[src/rtl/core/u2h_pkg.sv]
// ----------------------------------------------------------------------------
// u2h_pkg
// Shared types, key usage ids and lookup functions for the UTF-8 to HID
// keystroke sequencer.
// ----------------------------------------------------------------------------
package u2h_pkg;

	localparam logic [7:0] KEY_LSHIFT = 8'hE1;
	localparam logic [7:0] KEY_LALT   = 8'hE2;
	localparam logic [7:0] KEY_EQUAL  = 8'h2E;
	localparam logic [7:0] KEY_NONE   = 8'h00;

	localparam logic [3:0] ALT_LAST_STEP   = 4'd13;
	localparam logic [3:0] SHIFT_LAST_STEP = 4'd3;
	localparam logic [3:0] PLAIN_LAST_STEP = 4'd1;

	// one finished character, handed from the decoder to the sequencer
	typedef struct packed {
		logic        alt;
		logic        shift;
		logic [7:0]  key;
		logic [15:0] code_point;
	} job_t;

	typedef struct packed {
		logic       shift;
		logic [7:0] key;
	} key_map_t;

	typedef struct packed {
		logic [7:0] usage;
		logic       down;
		logic       chg;
		logic       rep;
		logic       last;
	} result_t;

	function automatic key_map_t map_key(input logic [7:0] ch);
		key_map_t m;
		m.shift = 1'b0;
		m.key   = KEY_NONE;
		if (ch == 8'h30) begin
			m.key = 8'h27;
		end else if (ch >= 8'h31 && ch <= 8'h39) begin
			m.key = ch - 8'h13;
		end else if (ch >= 8'h41 && ch <= 8'h5A) begin
			m.shift = 1'b1;
			m.key   = ch - 8'h3D;
		end else if (ch >= 8'h61 && ch <= 8'h7A) begin
			m.key = ch - 8'h5D;
		end else begin
			case (ch)
				8'h08: m.key = 8'h2A;
				8'h09: m.key = 8'h2B;
				8'h0A: m.key = 8'h28;
				8'h0D: m.key = 8'h28;
				8'h1B: m.key = 8'h29;
				8'h20: m.key = 8'h2C;
				8'h21: begin m.shift = 1'b1; m.key = 8'h1E; end
				8'h22: begin m.shift = 1'b1; m.key = 8'h34; end
				8'h23: begin m.shift = 1'b1; m.key = 8'h20; end
				8'h24: begin m.shift = 1'b1; m.key = 8'h21; end
				8'h25: begin m.shift = 1'b1; m.key = 8'h22; end
				8'h26: begin m.shift = 1'b1; m.key = 8'h24; end
				8'h27: m.key = 8'h34;
				8'h28: begin m.shift = 1'b1; m.key = 8'h26; end
				8'h29: begin m.shift = 1'b1; m.key = 8'h27; end
				8'h2A: begin m.shift = 1'b1; m.key = 8'h25; end
				8'h2B: begin m.shift = 1'b1; m.key = 8'h2E; end
				8'h2C: m.key = 8'h36;
				8'h2D: m.key = 8'h2D;
				8'h2E: m.key = 8'h37;
				8'h2F: m.key = 8'h38;
				8'h3A: begin m.shift = 1'b1; m.key = 8'h33; end
				8'h3B: m.key = 8'h33;
				8'h3C: begin m.shift = 1'b1; m.key = 8'h36; end
				8'h3D: m.key = 8'h2E;
				8'h3E: begin m.shift = 1'b1; m.key = 8'h37; end
				8'h3F: begin m.shift = 1'b1; m.key = 8'h38; end
				8'h40: begin m.shift = 1'b1; m.key = 8'h1F; end
				8'h5B: m.key = 8'h2F;
				8'h5C: m.key = 8'h31;
				8'h5D: m.key = 8'h30;
				8'h5E: begin m.shift = 1'b1; m.key = 8'h23; end
				8'h5F: begin m.shift = 1'b1; m.key = 8'h2D; end
				8'h60: m.key = 8'h35;
				8'h7B: begin m.shift = 1'b1; m.key = 8'h2F; end
				8'h7C: begin m.shift = 1'b1; m.key = 8'h31; end
				8'h7D: begin m.shift = 1'b1; m.key = 8'h30; end
				8'h7E: begin m.shift = 1'b1; m.key = 8'h35; end
				8'h7F: m.key = 8'h4C;
				default: m.key = KEY_NONE;
			endcase
		end
		return m;
	endfunction

	function automatic logic [7:0] hex_key(input logic [3:0] nib);
		logic [7:0] k;
		if (nib == 4'd0) begin
			k = 8'h27;
		end else if (nib < 4'd10) begin
			k = 8'h1D + {4'b0, nib};
		end else begin
			k = {4'b0, nib} - 8'd6;
		end
		return k;
	endfunction

endpackage

[src/rtl/core/u2h_front.sv]
// ----------------------------------------------------------------------------
// u2h_front
// UTF-8 decoder: gathers code point bits, drops four-byte characters and
// stray bytes, and classifies each finished character as a mapped key or an
// Alt-code sequence.
// ----------------------------------------------------------------------------
module u2h_front (
	input  logic           clk,
	input  logic           arst_n,
	input  logic [7:0]     text_byte,
	input  logic           accept,
	output logic           job_push,
	output u2h_pkg::job_t  job
);
	import u2h_pkg::*;

	logic [1:0]  expected_q;
	logic        skipping_q;
	logic [15:0] cp_q;

	logic [1:0]  expected_d;
	logic        skipping_d;
	logic [15:0] cp_d;
	logic        done;
	key_map_t    km;
	logic        hit;

	always_comb begin
		expected_d = expected_q;
		skipping_d = skipping_q;
		cp_d       = cp_q;
		done       = 1'b0;
		if (expected_q != 2'd0) begin
			expected_d = expected_q - 2'd1;
			if (skipping_q) begin
				if (expected_d == 2'd0) skipping_d = 1'b0;
			end else begin
				cp_d = {cp_q[9:0], text_byte[5:0]};
				done = (expected_d == 2'd0);
			end
		end else begin
			skipping_d = 1'b0;
			priority if (text_byte == 8'h00) begin
				// terminator outside a character: drop
			end else if (!text_byte[7]) begin
				cp_d = {8'h00, text_byte};
				done = 1'b1;
			end else if (text_byte[7:5] == 3'b110) begin
				cp_d       = {11'b0, text_byte[4:0]};
				expected_d = 2'd1;
			end else if (text_byte[7:4] == 4'b1110) begin
				cp_d       = {12'b0, text_byte[3:0]};
				expected_d = 2'd2;
			end else if (text_byte[7:3] == 5'b11110) begin
				skipping_d = 1'b1;
				expected_d = 2'd3;
			end else begin
				// stray continuation or invalid lead: drop
			end
		end
	end

	always_comb begin
		km             = map_key(text_byte);
		hit            = (cp_d == {8'h00, text_byte}) && (km.key != KEY_NONE);
		job.alt        = !hit;
		job.shift      = hit && km.shift;
		job.key        = km.key;
		job.code_point = cp_d;
		job_push       = accept && done;
	end

	always_ff @(posedge clk or negedge arst_n) begin
		if (!arst_n) begin
			expected_q <= 2'd0;
			skipping_q <= 1'b0;
			cp_q       <= 16'h0000;
		end else if (accept) begin
			expected_q <= expected_d;
			skipping_q <= skipping_d;
			cp_q       <= cp_d;
		end
	end

endmodule

[src/rtl/core/u2h_queue.sv]
// ----------------------------------------------------------------------------
// u2h_queue
// Two-entry queue of decoded characters between the decoder and the
// keystroke sequencer.
// ----------------------------------------------------------------------------
module u2h_queue (
	input  logic           clk,
	input  logic           arst_n,
	input  logic           push,
	input  u2h_pkg::job_t  push_job,
	output logic           full,
	input  logic           pop,
	output logic           head_valid,
	output u2h_pkg::job_t  head_job
);
	import u2h_pkg::*;

	localparam int unsigned Depth = 2;

	job_t       mem_q [Depth];
	logic       wr_q;
	logic       rd_q;
	logic [1:0] count_q;

	assign full       = (count_q == 2'(Depth));
	assign head_valid = (count_q != 2'd0);
	assign head_job   = mem_q[rd_q];

	always_ff @(posedge clk) begin
		if (push) mem_q[wr_q] <= push_job;
	end

	always_ff @(posedge clk or negedge arst_n) begin
		if (!arst_n) begin
			wr_q    <= 1'b0;
			rd_q    <= 1'b0;
			count_q <= 2'd0;
		end else begin
			if (push) wr_q <= !wr_q;
			if (pop) rd_q <= !rd_q;
			unique case ({push, pop})
				2'b10:   count_q <= count_q + 2'd1;
				2'b01:   count_q <= count_q - 2'd1;
				default: count_q <= count_q;
			endcase
		end
	end

endmodule

[src/rtl/core/u2h_back.sv]
// ----------------------------------------------------------------------------
// u2h_back
// Keystroke sequencer: steps through the key changes of the character at the
// head of the queue, one result per cycle unless stalled, into the output register.
// ----------------------------------------------------------------------------
module u2h_back (
	input  logic           clk,
	input  logic           arst_n,
	input  logic           job_valid,
	input  u2h_pkg::job_t  job,
	output logic           job_pop,
	output logic [7:0]     usage_code,
	output logic           key_down,
	output logic           changes_key,
	output logic           send_report,
	output logic           run_end,
	output logic           out_valid,
	input  logic           out_ready
);
	import u2h_pkg::*;

	logic [3:0] step_q;
	logic       out_valid_q;
	result_t    res_q;

	logic [3:0] last_step;
	logic       advance;
	result_t    res;
	logic [7:0] hi_a;
	logic [7:0] hi_b;
	logic [7:0] lo_a;
	logic [7:0] lo_b;

	always_comb begin
		hi_a = hex_key(job.code_point[15:12]);
		hi_b = hex_key(job.code_point[11:8]);
		lo_a = hex_key(job.code_point[7:4]);
		lo_b = hex_key(job.code_point[3:0]);
		if (job.alt) begin
			last_step = ALT_LAST_STEP;
		end else if (job.shift) begin
			last_step = SHIFT_LAST_STEP;
		end else begin
			last_step = PLAIN_LAST_STEP;
		end
	end

	always_comb begin
		res      = '{usage: KEY_NONE, down: 1'b0, chg: 1'b1, rep: 1'b1, last: 1'b0};
		res.last = (step_q == last_step);
		if (job.alt) begin
			unique case (step_q)
				4'd0:  begin res.usage = KEY_LALT;  res.down = 1'b1; end
				4'd1:  begin res.usage = KEY_EQUAL; res.down = 1'b1; end
				4'd2:  res.usage = KEY_EQUAL;
				4'd3:  begin res.usage = hi_a; res.down = 1'b1; end
				4'd4:  res.usage = hi_a;
				4'd5:  begin res.usage = hi_b; res.down = 1'b1; end
				4'd6:  res.usage = hi_b;
				4'd7:  res.chg = 1'b0;
				4'd8:  begin res.usage = lo_a; res.down = 1'b1; end
				4'd9:  res.usage = lo_a;
				4'd10: begin res.usage = lo_b; res.down = 1'b1; end
				4'd11: res.usage = lo_b;
				4'd12: res.chg = 1'b0;
				default: res.usage = KEY_LALT;
			endcase
		end else if (job.shift) begin
			// shift changes go out without their own report
			unique case (step_q)
				4'd0:    begin res.usage = KEY_LSHIFT; res.down = 1'b1; res.rep = 1'b0; end
				4'd1:    begin res.usage = job.key; res.down = 1'b1; end
				4'd2:    begin res.usage = KEY_LSHIFT; res.rep = 1'b0; end
				default: res.usage = job.key;
			endcase
		end else begin
			res.usage = job.key;
			res.down  = (step_q == 4'd0);
		end
	end

	assign advance = job_valid && (!out_valid_q || out_ready);
	assign job_pop = advance && res.last;

	always_ff @(posedge clk or negedge arst_n) begin
		if (!arst_n) begin
			step_q      <= 4'd0;
			out_valid_q <= 1'b0;
		end else begin
			if (advance) begin
				step_q <= res.last ? 4'd0 : step_q + 4'd1;
			end
			if (advance) begin
				out_valid_q <= 1'b1;
			end else if (out_ready) begin
				out_valid_q <= 1'b0;
			end
		end
	end

	always_ff @(posedge clk) begin
		if (advance) res_q <= res;
	end

	assign usage_code  = res_q.usage;
	assign key_down    = res_q.down;
	assign changes_key = res_q.chg;
	assign send_report = res_q.rep;
	assign run_end     = res_q.last;
	assign out_valid   = out_valid_q;

endmodule

[src/rtl/core/utf8_text_to_hid_keystrokes.sv]
// ----------------------------------------------------------------------------
// utf8_text_to_hid_keystrokes
// Decodes UTF-8 text bytes and types each character as HID key changes:
// a mapped key (2 or 4 results) or a Left Alt hex code (14 results).
// ----------------------------------------------------------------------------
// After the last byte of a character is accepted, the character is written to
// the queue and its first result then to the output register.
// Throughput: one byte per cycle while the two-entry character queue has room;
// the sequencer emits one result per cycle while the receiver keeps up.
// Reset: arst_n clears decoder state, queue pointers and output valid.
module utf8_text_to_hid_keystrokes (
	input  logic       clk,
	input  logic       arst_n,
	input  logic       in_valid,
	output logic       in_ready,
	input  logic [7:0] text_byte,
	output logic       out_valid,
	input  logic       out_ready,
	output logic [7:0] usage_code,
	output logic       key_down,
	output logic       changes_key,
	output logic       send_report,
	output logic       run_end
);
	import u2h_pkg::*;

	logic accept;
	logic push;
	job_t push_job;
	logic full;
	logic pop;
	logic head_valid;
	job_t head_job;

	assign in_ready = !full;
	assign accept   = in_valid && in_ready;

	u2h_front u_front (
		.clk       (clk),
		.arst_n    (arst_n),
		.text_byte (text_byte),
		.accept    (accept),
		.job_push  (push),
		.job       (push_job)
	);

	u2h_queue u_queue (
		.clk        (clk),
		.arst_n     (arst_n),
		.push       (push),
		.push_job   (push_job),
		.full       (full),
		.pop        (pop),
		.head_valid (head_valid),
		.head_job   (head_job)
	);

	u2h_back u_back (
		.clk         (clk),
		.arst_n      (arst_n),
		.job_valid   (head_valid),
		.job         (head_job),
		.job_pop     (pop),
		.usage_code  (usage_code),
		.key_down    (key_down),
		.changes_key (changes_key),
		.send_report (send_report),
		.run_end     (run_end),
		.out_valid   (out_valid),
		.out_ready   (out_ready)
	);

endmodule

[config.mk]
export PLATFORM = sky130hd
export DESIGN_NAME = utf8_text_to_hid_keystrokes
export DESIGN_NICKNAME = d
export VERILOG_FILES = /design/src/rtl/core/u2h_pkg.sv /design/src/rtl/core/u2h_front.sv /design/src/rtl/core/u2h_queue.sv /design/src/rtl/core/u2h_back.sv /design/src/rtl/core/utf8_text_to_hid_keystrokes.sv
export SDC_FILE = /design/constraint.sdc
export NUM_CORES = 1
export LEC_CHECK = 0
export ABC_AREA = 1
export BUFFER_PORTS_ARGS = -buffer_cell sky130_fd_sc_hd__buf_2
export CAP_MARGIN = 15
export CELL_PAD_IN_SITES_DETAIL_PLACEMENT = 1
export CELL_PAD_IN_SITES_GLOBAL_PLACEMENT = 1
export CORE_ASPECT_RATIO = 0.9
export CORE_UTILIZATION = 48
export CTS_BUF_LIST = sky130_fd_sc_hd__clkbuf_4 sky130_fd_sc_hd__clkbuf_8
export CTS_CLUSTER_SIZE = 25
export DETAILED_ROUTE_END_ITERATION = 10
export GPL_ROUTABILITY_DRIVEN = 1
export GPL_TIMING_DRIVEN = 0
export PLACE_DENSITY = 0.89
export SYNTH_ARGS = -nofsm -noshare
export SYNTH_HDL_FRONTEND = slang
export SYNTH_SLANG_ARGS = --single-unit
[constraint.sdc]
create_clock -name clk -period 3 [get_ports clk]
set_input_delay 0.3 -clock clk [delete_from_list [all_inputs] [get_ports clk]]
set_output_delay 0.3 -clock clk [all_outputs]
set_load 0.01 [all_outputs]
# [Yosys cells after proc, flatten, opt, wreduce, memory -nomap -nowiden]
# Memories as Yosys holds them, arrays and structs flattened.
# Cells that the tools add are included.
[totals] ff_bits=40 ram_bits=52 inputBits=12 output_inout_bits=14 wordCells=211 memories=1
[classes] n_addsub=15 magnitude_cmp=10 eq_ne=61 mux=57 bitwise_logic=1 n_reduce_logical=53
[mem_list] name="u_queue.mem_q" words=2 width=26 read_ports=1 rd_clocked_by_memory_dff=0 write_ports=1 line="u2h_queue.sv:20" text="job_t mem_q [Depth];"
[op_table] cell="$pmux 7 s27" count=1
[op_table] cell="$eq 8x6->1 const B" count=23
[op_table] cell="$eq 8x7->1 const B" count=12
[op_table] cell="$mux 16" count=6
[op_table] cell="$mux 8" count=12
[op_table] cell="$pmux 8 s6" count=1
[op_table] cell="$reduce_or 2->1" count=21
[op_table] cell="$eq 8x4->1 const B" count=4
[op_table] cell="$mux 9" count=3
[op_table] cell="$add 5x4->6 const A" count=4
[op_table] cell="$eq 4x4->1 const B" count=6
[op_table] cell="$mux 1" count=24
[op_table] cell="$reduce_or 21->1" count=1
[op_table] cell="$logic_not 4->1" count=5
[op_table] cell="$sub 4x3->5 const B" count=4
[op_table] cell="$eq 16x8->1" count=1
[op_table] cell="$eq 4x3->1 const B" count=4
[op_table] cell="$ge 8x7->1 const B" count=2
[op_table] cell="$le 8x7->1 const B" count=2
[op_table] cell="$lt 4x4->1 const B" count=4
[op_table] cell="$mux 2" count=7
[op_table] cell="$reduce_bool 2->1" count=5
[op_table] cell="$logic_and 1x1->1" count=9
[op_table] cell="$eq 4x2->1 const B" count=2
[op_table] cell="other kinds (27)" count=34

# [Longest topological paths before layout]
# Gate-level depths: netlist of the first run.
[logic_depth] word_depth=10 depth_mapped=18 ltp_nobuf=18

# [By module]
# From an unflattened synthesis of the first run, not the netlist that was laid out.
[unflattened] cells_unflattened=955 area_unflattened_um2=6881.6
[modules_own_cells] mod="u2h_front" instances=1 cells_per_inst=510 area_per_inst_um2=2753.9 seq_area_each_um2=475.5
[modules_own_cells] mod="u2h_queue" instances=1 cells_per_inst=160 area_per_inst_um2=2247.2 seq_area_each_um2=1661.6
[modules_own_cells] mod="u2h_back" instances=1 cells_per_inst=282 area_per_inst_um2=1866.8 seq_area_each_um2=485.5
[modules_own_cells] mod="utf8_text_to_hid_keystrokes" instances=1 cells_per_inst=3 area_per_inst_um2=13.8 seq_area_each_um2=0.0

# [Worst setup path after synthesis of the first run]
# OpenSTA, ideal clock, no wires.
[synth_timing] path_kind="register to register" startpoint="reg u_front.expected_q[1]" endpoint="mem u_queue.mem_q[1][0] in the netlist's numbering (enable)" setup_ps=410 t_arrival_ps=2379 t_required_ps=2590 path_slack_ps=211 stages_incl_launch_ff=8 path_buffers=0 synth_period_minus_slack_ps=2789 path_cell_list="dfrtp_1 > nor2_2 > inv_1 > nor2_1 > inv_1 > o32ai_1 > nand2_1 > nor2_1"
[synth_via] elab_chain_len=7 elab_cells_between_ends=8 cone_classes="add/sub: 1; mux: 4; reduce/logical: 3"
[synth_rtl] item="start: declaration" line="u2h_front.sv:17" text="logic [1:0] expected_q;"
[synth_rtl] item="start signal: assignment" line="u2h_front.sv:79" text="expected_q <= expected_d;"
[synth_rtl] item="$sub 2x1->2" line="u2h_front.sv:34" text="expected_d = expected_q - 2'd1;"
[synth_rtl] item="$logic_not 2->1" line="u2h_front.sv:39" text="done = (expected_d == 2'd0);"
[synth_rtl] item="$mux 1" line="u2h_front.sv:35" text="if (skipping_q) begin"
[synth_rtl] item="$mux 1 (*)" line="u2h_front.sv:33" text="if (expected_q != 2'd0) begin"
[synth_rtl] item="$logic_and 1x1->1 (*)" line="u2h_front.sv:70" text="job_push = accept && done;"
[synth_rtl] item="$mux 1 (*)" line="u2h_queue.sv:30" text="if (push) mem_q[wr_q] <= push_job;"
[synth_rtl] item="$mux 1 (not written as such) (*)" line="u2h_queue.sv:30"
[synth_rtl] item="end: declaration" line="u2h_queue.sv:20"
# Every way passes the cells marked *; elsewhere a longest branch is shown, timed or not.

==> results.yml, run 1 <==
run_status:
  status: "complete, but fails checks"
  failing_checks: "hold timing"
setup_path:
  worst-setup-path-type: "flip-flop to flip-flop"
  max_stage_delay_ps: 450
  end_kind: "flip-flop"
  critPathSlowestCell: "sky130_fd_sc_hd__o21ai_1"
  critical_path.n_buffers_inverters: 4
  critPathMostFrequentCell: "sky130_fd_sc_hd__a21oi_1"
  required_ps: 3250
  worst_path_dominant_cell_family: "compound AO/OA/AOI/OAI gates"
  critical_path.cell_chain: "buf_4, buf_2, o21ai_1, inv_2, a21oi_1, nor3_2, nand2_1, inv_1, ha_1, a21oi_1, o21ai_0, xor2_1"
  critical_path_data_arrival_time_ps: 3030
  startpoint_type: "flip-flop"
  worstPathMaxFanout: 10
finish:
  ratio_of_cells_with_drive_above_1_in_the_final_layout_pct: 9.40
  flow.area_growth_from_synthesis_pct: 10.1
  final_net_count: 906
  final_area_um2: 6770
  layout_commonest_cell: "sky130_fd_sc_hd__nand2_1"
  most-common-layout-cells: "sky130_fd_sc_hd__nand2_1 (242), sky130_fd_sc_hd__inv_1 (113), sky130_fd_sc_hd__nor2_1 (88), sky130_fd_sc_hd__edfxtp_1 (64), sky130_fd_sc_hd__o21ai_0 (62)"
  antenna_diode_instance_count: 0
clocking:
  cts.path.max_buffers: 2
  cts.htree.levels: 3
  clock_tree_from_tritoncts: "done"
  cts_root_buffer: "sky130_fd_sc_hd__clkbuf_8"
  cts_setup_buffers: 0
  cts_made_buffers: 9
  ctsHoldBuffers: 0
  clk-insertion-delay-late_ps: 370
  clock_sinks: 92
  ctsResizeCount: 0
  clk_transition_reported_paths_ps: 90
synth:
  netlist-cell-type-count: 42
  share_of_cell_area_taken_by_muxes_after_synthesis_pct: 0.325
  yosys-top-cells-area: "sky130_fd_sc_hd__edfxtp_1 (31%), sky130_fd_sc_hd__nand2_1 (15%), sky130_fd_sc_hd__dfrtp_1 (11%)"
  synth-edff-count: 64
  post-synth-top-area-cell: "sky130_fd_sc_hd__edfxtp_1"
  post_synth_fa_ha_maj_area_fraction_pct: 5.49
  synth_xor_area_share_pct: 1.85
  yosysWarningCount: 0
  ys.flop_type: "sky130_fd_sc_hd__edfxtp_1"
  synthSimpleGateAreaFrac_pct: 28.0
  synthesis.area_per_instance_um2: 7.41
  netlist.area_leader.share_pct: 31.2
  synth_top_family_by_area: "simple AND/OR/NAND/NOR gates"
  post_synthesis_compound_gate_area_fraction_pct: 12.8
  post_synth_inst_count: 830
  fraction_of_the_yosys_area_taken_by_sequential_cells_pct: 42.6
  async_reset_ff_share_pct: 30.4
  synth_area_um2: 6150
  ys_seq_elements: 92
routing:
  wirelength_mm: 19.4
  route.detailed.wl_per_inst_um: 18.8
  via_per_inst: 5.64
  drtIter0Drc: 364
  detail-route-antenna-nets: 0
  detailedRoute.firstPassIterationCount: 5
  drc_violations_left: 0
  num_vias: 5822
floorplan:
  ios: 26
  core-area_um2: 12300
  initial_core_util_pct: 50.2
  fp.dieH_um: 109
  num_rows: 38
  chipWidth_um: 121
  die_area_um2: 13300
power:
  power_per_cell_area_nw_per_um2: 963
  peakVddDrop_mv: 0.411
  leakagePower_nw: 3.27
placed_design:
  dp_hpwl_mm: 15.3
  buffer_ports.inserted: 24
  dp_worst_setup_slack_ps: -123
  post_place_instance_area_um2: 6520
  gp_congestion: 0.910
sta:
  setup_skew_ps: 6.75
  timing_hold_violations_final: 27
  setup-violations-final: 0
  holdWs_ps: -7.69
  timing_worst_slew_pin_value_ps: 1020
  maxClockFrequency_ghz: 0.359
  slew_headroom_pct: 32.2
  final_min_period_over_clock_period_pct: 92.8
  timing.final.crit_period_ps: 2780
  timing.final.max_slew_violations: 0
  timing.final.ws_setup_ps: 216
global_routing:
  grt_overflow_total: 0
  first_global_vias: 5935
  grt_antenna_before_repair: 0
  global_route_wire_length_before_repair_mm: 30.8
  grt_usage_pct: 30.6
  grt_max_degree: 29
job:
  max_cap_violations: 0
min_path:
  hp-class: "input port to async pin"
[area by class of cell]
cell class              count  area, um2
fillers                  1565       5500
multi-input cells         603       3040
flip-flops and latches     92       2620
inverters                 121        457
well taps                 160        200
repair buffers             26        150
clock buffers              10        131
clock inverters             6       87.6
plain buffers              14       85.1
[registers in the layout (all words and copies together) (netlist names)]
signal,cells
u_front.skipping_q,1
u_front.cp_q,16
u_back.out_valid,1
u_back.step_q,4
u_back.key_down,1
u_front.expected_q,2
u_queue.wr_q,1
u_queue.count_q,2
u_queue.rd_q,1
u_back.changes_key,1
u_back.send_report,1
u_back.run_end,1
u_back.usage_code,8
u_queue.mem_q,52
[final timing paths]
kind                                  start               endpoint  slack (ps)  depth (start not counted)
setup reg to reg               u_queue.rd_q     u_queue.count_q[1]         220                         12
max in group asynchronous            arst_n        u_front.cp_q[4]        2540                          1
hold / removal                       arst_n       u_back.out_valid          -8                          1
min in group clk               text_byte[7]  u_front.expected_q[1]         350                          4
hold reg to reg            u_front.cp_q[15]       u_front.cp_q[15]         490                          2
setup / recovery               u_queue.rd_q     u_queue.count_q[1]         220                         12
[kinds of logic after synthesis]
logic type      Yosys count
mux                       2
simple gates            418
flops                    92
compound gates          141
xor+xnor                 13
fa+ha+maj                27
buf+inv                 136
other cells               1
[per-stage QoR]
stage	utilization [%]	TNS, ps	std cells	hold WS, ps	power, mW
6_report	55.2	0	1032	-7.69	6.52
4_1_cts	54.9	0	1033	6.98	6.43
5_1_grt	55.2	-31.3	1032	24.5	6.99
3_5_place_dp	53.1	-1820	1017	407	5.48
2_1_floorplan	-	0	831	4.41	4.36
3_3_place_gp	52.8	-50350	1015	394	5.13
[where the power goes]
part | switching (mW) | total [mW] | internal (mW) | leakage, nW
clock network | 0.455 | 0.933 | 0.479 | 0.104
logic | 2.42 | 3.45 | 1.03 | 2.23
registers | 0.228 | 2.14 | 1.91 | 0.937
total | 3.10 | 6.52 | 3.42 | 3.27
[synth_stat cells, types with 2 or more instances]
master and number:
sky130_fd_sc_hd__dfrtp_1 28, sky130_fd_sc_hd__edfxtp_1 64, sky130_fd_sc_hd__nor2_4 2, sky130_fd_sc_hd__o21ai_0 63, sky130_fd_sc_hd__o32ai_1 2, sky130_fd_sc_hd__nor2_1 90, sky130_fd_sc_hd__inv_1 114, sky130_fd_sc_hd__buf_2 6
sky130_fd_sc_hd__inv_2 6, sky130_fd_sc_hd__nand4_1 8, sky130_fd_sc_hd__buf_4 3, sky130_fd_sc_hd__xor2_1 12, sky130_fd_sc_hd__ha_1 27, sky130_fd_sc_hd__o211ai_1 4, sky130_fd_sc_hd__o21ai_2 3, sky130_fd_sc_hd__o21ai_1 5
sky130_fd_sc_hd__o31ai_1 2, sky130_fd_sc_hd__a21oi_1 37, sky130_fd_sc_hd__nor2_2 4, sky130_fd_sc_hd__nand2_1 243, sky130_fd_sc_hd__clkbuf_1 4, sky130_fd_sc_hd__buf_6 2, sky130_fd_sc_hd__nand3_1 47, sky130_fd_sc_hd__a22oi_1 7
sky130_fd_sc_hd__or2_2 3, sky130_fd_sc_hd__mux2i_1 2, sky130_fd_sc_hd__nor3_1 14, sky130_fd_sc_hd__a31oi_1 11, sky130_fd_sc_hd__o22ai_1 4
[per-layer routing]
metal / share of wire (%) / GRT usage (%)
met3: 3.6 / 4.93
met2: 49 / 55.3
met5: 0 / 0
met4: 3.0 / 10.4
met1: 44 / 37.1
(Power assumes the default switching activity.)
==> inputs of run 2 (changes only) <==
--- a/config.mk
+++ b/config.mk
@@ -5,19 +5,18 @@
 export SDC_FILE = /design/constraint.sdc
 export NUM_CORES = 1
 export LEC_CHECK = 0
-export ABC_AREA = 1
 export BUFFER_PORTS_ARGS = -buffer_cell sky130_fd_sc_hd__buf_2
 export CAP_MARGIN = 15
 export CELL_PAD_IN_SITES_DETAIL_PLACEMENT = 1
 export CELL_PAD_IN_SITES_GLOBAL_PLACEMENT = 1
 export CORE_ASPECT_RATIO = 0.9
-export CORE_UTILIZATION = 48
+export CORE_UTILIZATION = 50
 export CTS_BUF_LIST = sky130_fd_sc_hd__clkbuf_4 sky130_fd_sc_hd__clkbuf_8
 export CTS_CLUSTER_SIZE = 25
 export DETAILED_ROUTE_END_ITERATION = 10
 export GPL_ROUTABILITY_DRIVEN = 1
 export GPL_TIMING_DRIVEN = 0
-export PLACE_DENSITY = 0.89
+export PLACE_DENSITY = 0.87
 export SYNTH_ARGS = -nofsm -noshare
 export SYNTH_HDL_FRONTEND = slang
 export SYNTH_SLANG_ARGS = --single-unit
==> constraint.sdc (replaced) <==
create_clock -name clk -period 3.1 [get_ports clk]
set_input_delay 0.31 -clock clk [delete_from_list [all_inputs] [get_ports clk]]
set_output_delay 0.31 -clock clk [all_outputs]
set_load 0.01 [all_outputs]
==> run 2 against run 1 <==
Combinational power decreased by 8.4%. Largest cell class unchanged. Clock-buffer cell count increased by 1. Sequential share of layout area decreased by 0.90 points. Clock power decreased by 8.9%. Wire length decreased by 6.2%. Highest routed layer unchanged. The flow now finishes without violations. Critical path type unchanged.
==> results.yml, run 2 <==
power:
  comb_power_share_pct: 51.6
  leakagePower_nw: 2.64
  power.share.clock_pct: 13.9
  power.switching_mw: 2.67
  p_int_mw: 3.45
  peakVddDrop_mv: 0.506
  seq_power_share_pct: 34.5
  switching_share_pct: 43.6
  power_per_cell_area_nw_per_um2: 882
synth:
  yosys-top-cells-area: "sky130_fd_sc_hd__edfxtp_1 (31%), sky130_fd_sc_hd__dfrtp_1 (11%), sky130_fd_sc_hd__ha_1 (5.4%)"
  synthTopCellsByCount: "sky130_fd_sc_hd__edfxtp_1 (64), sky130_fd_sc_hd__o21ai_0 (41), sky130_fd_sc_hd__nand2_1 (39)"
  synthesis.area_per_instance_um2: 9.91
  ys.flop_type: "sky130_fd_sc_hd__edfxtp_1"
  most_common_cell_in_the_synthesized_netlist: "sky130_fd_sc_hd__edfxtp_1"
  post-synth-top-area-cell: "sky130_fd_sc_hd__edfxtp_1"
  post_synth_inst_count: 633
  netlist.area_leader.share_pct: 30.6
  async_reset_ff_share_pct: 30.4
  fraction_of_the_yosys_area_taken_by_sequential_cells_pct: 41.8
  yosysWarningCount: 0
  synth_area_um2: 6280
  synth-edff-count: 64
  netlist-cell-type-count: 85
  ys_seq_elements: 92
sta:
  grt_setup_unrepaired: "false"
  timing_worst_slew_pin_value_ps: 1020
  timing_hold_violations_final: 0
  final_min_period_over_clock_period_pct: 96.2
  maxClockFrequency_ghz: 0.335
  holdWs_ps: 199
  setup_skew_ps: 12.9
  setup-violations-final: 0
  timing.final.crit_period_ps: 2980
  timing.final.max_slew_violations: 0
  slew_headroom_pct: 31.9
clocking:
  clock_sinks: 92
  clock_tree_from_tritoncts: "done"
  cts_root_buffer: "sky130_fd_sc_hd__clkbuf_8"
  clk-insertion-delay-late_ps: 380
  cts_made_buffers: 9
  cts.htree.levels: 3
  clk_transition_reported_paths_ps: 90
  cts.path.max_buffers: 2
placed_design:
  dp_hpwl_mm: 13.7
  buffer_ports.inserted: 24
  gp_congestion: 0.979
finish:
  most-common-layout-cells: "sky130_fd_sc_hd__edfxtp_1 (64), sky130_fd_sc_hd__o21ai_0 (41), sky130_fd_sc_hd__nand2_1 (39), sky130_fd_sc_hd__a21oi_1 (36), sky130_fd_sc_hd__nor2_1 (35)"
  layout_commonest_cell: "sky130_fd_sc_hd__edfxtp_1"
  antenna_diode_instance_count: 0
  layout.filler_cells: 1383
  max_flop_register: "u_queue.mem_q"
  finalCoreUtilization_pct: 57.2
  ratio_of_cells_with_drive_above_1_in_the_final_layout_pct: 16.3
  largest_register_ff_count: 52
  flow.area_growth_from_synthesis_pct: 10.5
  final_net_count: 709
global_routing:
  grt_usage_pct: 29.3
  grt_overflow_total: 0
  global_route_wire_length_before_repair_mm: 29.4
  grt_antenna_before_repair: 0
  grt_max_degree: 29
  first_global_vias: 5579
routing:
  wirelength_mm: 18.2
  detail-route-antenna-nets: 0
  route.detailed.wl_per_inst_um: 21.8
  num_vias: 5418
  via_per_inst: 6.49
  drc_violations_left: 0
  detailedRoute.firstPassIterationCount: 5
  drtIter0Drc: 402
floorplan:
  initial_core_util_pct: 51.8
  ios: 26
  core-area_um2: 12100
  chipWidth_um: 120
  die_area_um2: 13000
  fp.dieH_um: 108
  num_rows: 38
setup_path:
  worst_path_dominant_cell_family: "compound AO/OA/AOI/OAI gates"
  worstPathMaxFanout: 6
  critical_path_data_arrival_time_ps: 3100
  max_stage_delay_ps: 800
  startpoint_type: "flip-flop"
  critical_path.cell_chain: "inv_1, ha_1, nor3_1, a21oi_1, nor2_1, a211oi_1, nand2_1, nor4_2, a21oi_1"
  critical_path.n_buffers_inverters: 1
  critPathMostFrequentCell: "sky130_fd_sc_hd__a21oi_1"
  worst-setup-path-type: "flip-flop to flip-flop"
  end_kind: "flip-flop"
  required_ps: 3220
  critPathSlowestCell: "sky130_fd_sc_hd__a211oi_1"
min_path:
  hp-class: "input port to flip-flop"
run_status:
  status: "completed"
job:
  max_cap_violations: 0
run 2: cell count changes in the layout (fill, tap and decap cells not counted), moves of 21 or more:
cell                      previous run  this run
sky130_fd_sc_hd__mux2i_1             2        24
sky130_fd_sc_hd__inv_1             113        25
sky130_fd_sc_hd__nor2_1             88        35
sky130_fd_sc_hd__o21ai_0            62        41
sky130_fd_sc_hd__nand3_1            47        16
sky130_fd_sc_hd__nand2_1           242        39
sky130_fd_sc_hd__mux2_2              0        23
run 2: through the flow:
stage	std cells	power [mW]	setup TNS (ps)	setup WS [ps]	cell area (um2)
after floorplan	634	4.21	0	48.7	6280
after global placement	818	4.88	-51350	-959	6600
after detailed placement	820	5.14	-5500	-359	6660
after CTS	837	6.07	0	21.0	6920
after global routing	835	6.51	0	34.0	6940
final	835	6.12	0	117	6940
run 2: layout make-up:
cell class	instances	area [um2]	share of cell area, %
Clock inverter	5	67.6	0.974
Tap cell	160	200	2.89
Multi-Input combinational cell	479	3450	49.7
Buffer	34	164	2.36
Clock buffer	11	145	2.09
Timing Repair Buffer	27	185	2.67
Inverter	27	101	1.46
Sequential cell	92	2620	37.8
run 2: worst min-delay path: stages:
cell                       delay [ps]
sky130_fd_sc_hd__buf_2             70
sky130_fd_sc_hd__nand2b_1         100
sky130_fd_sc_hd__nand2_1           60
run 2: worst paths after layout:
kind / startpoint / endpoint / slack, ps / cells after the start
hold / removal: out_ready / u_back.out_valid / 200 / 3
hold reg to reg: u_back.out_valid / u_back.out_valid / 520 / 2
min in group asynchronous: arst_n / u_back.step_q[2] / 500 / 2
setup reg to reg: u_back.step_q[1] / u_back.usage_code[5] / 120 / 9
setup / recovery: u_back.step_q[1] / u_back.usage_code[5] / 120 / 9
max in group asynchronous: arst_n / u_queue.rd_q / 2110 / 2
run 2: logic make-up after synthesis:
group,share of synthesized area [%]
compound gates,19.8
other cells,0.0598
flops,41.8
buf+inv,4.23
simple gates,17.8
mux,8.91
fa+ha+maj,5.38
xor+xnor,2.09
run 2: power by group through the flow:
stage	Clock, mW	Combinational, mW	Sequential (mW)
final	0.850	3.16	2.11
after global routing	0.908	3.45	2.15
after CTS	0.870	3.11	2.09
after detailed placement	0	3.04	2.11
after global placement	0	2.80	2.08
after floorplan	0	2.13	2.07
run 2: metal layers:
layer | track usage (%) | part of all wire [%] | up-vias
met1 | 39.4 | 46 | 2714
met5 | 0 | 0 | -
met3 | 6.17 | 5.5 | 32
li1 | - | - | 2486
met2 | 47.5 | 47 | 186
met4 | 9.02 | 1.9 | 0
run 2: what timing repair did:
action / CTS / global route
hold endpoints to repair: 28 / 0
pin swaps: 1 / 1
resized for setup: 7 / 8
hold buffers: 1 / 0
endpoints found under the setup margin: 2 / 9
buffers inserted: 0 / 0
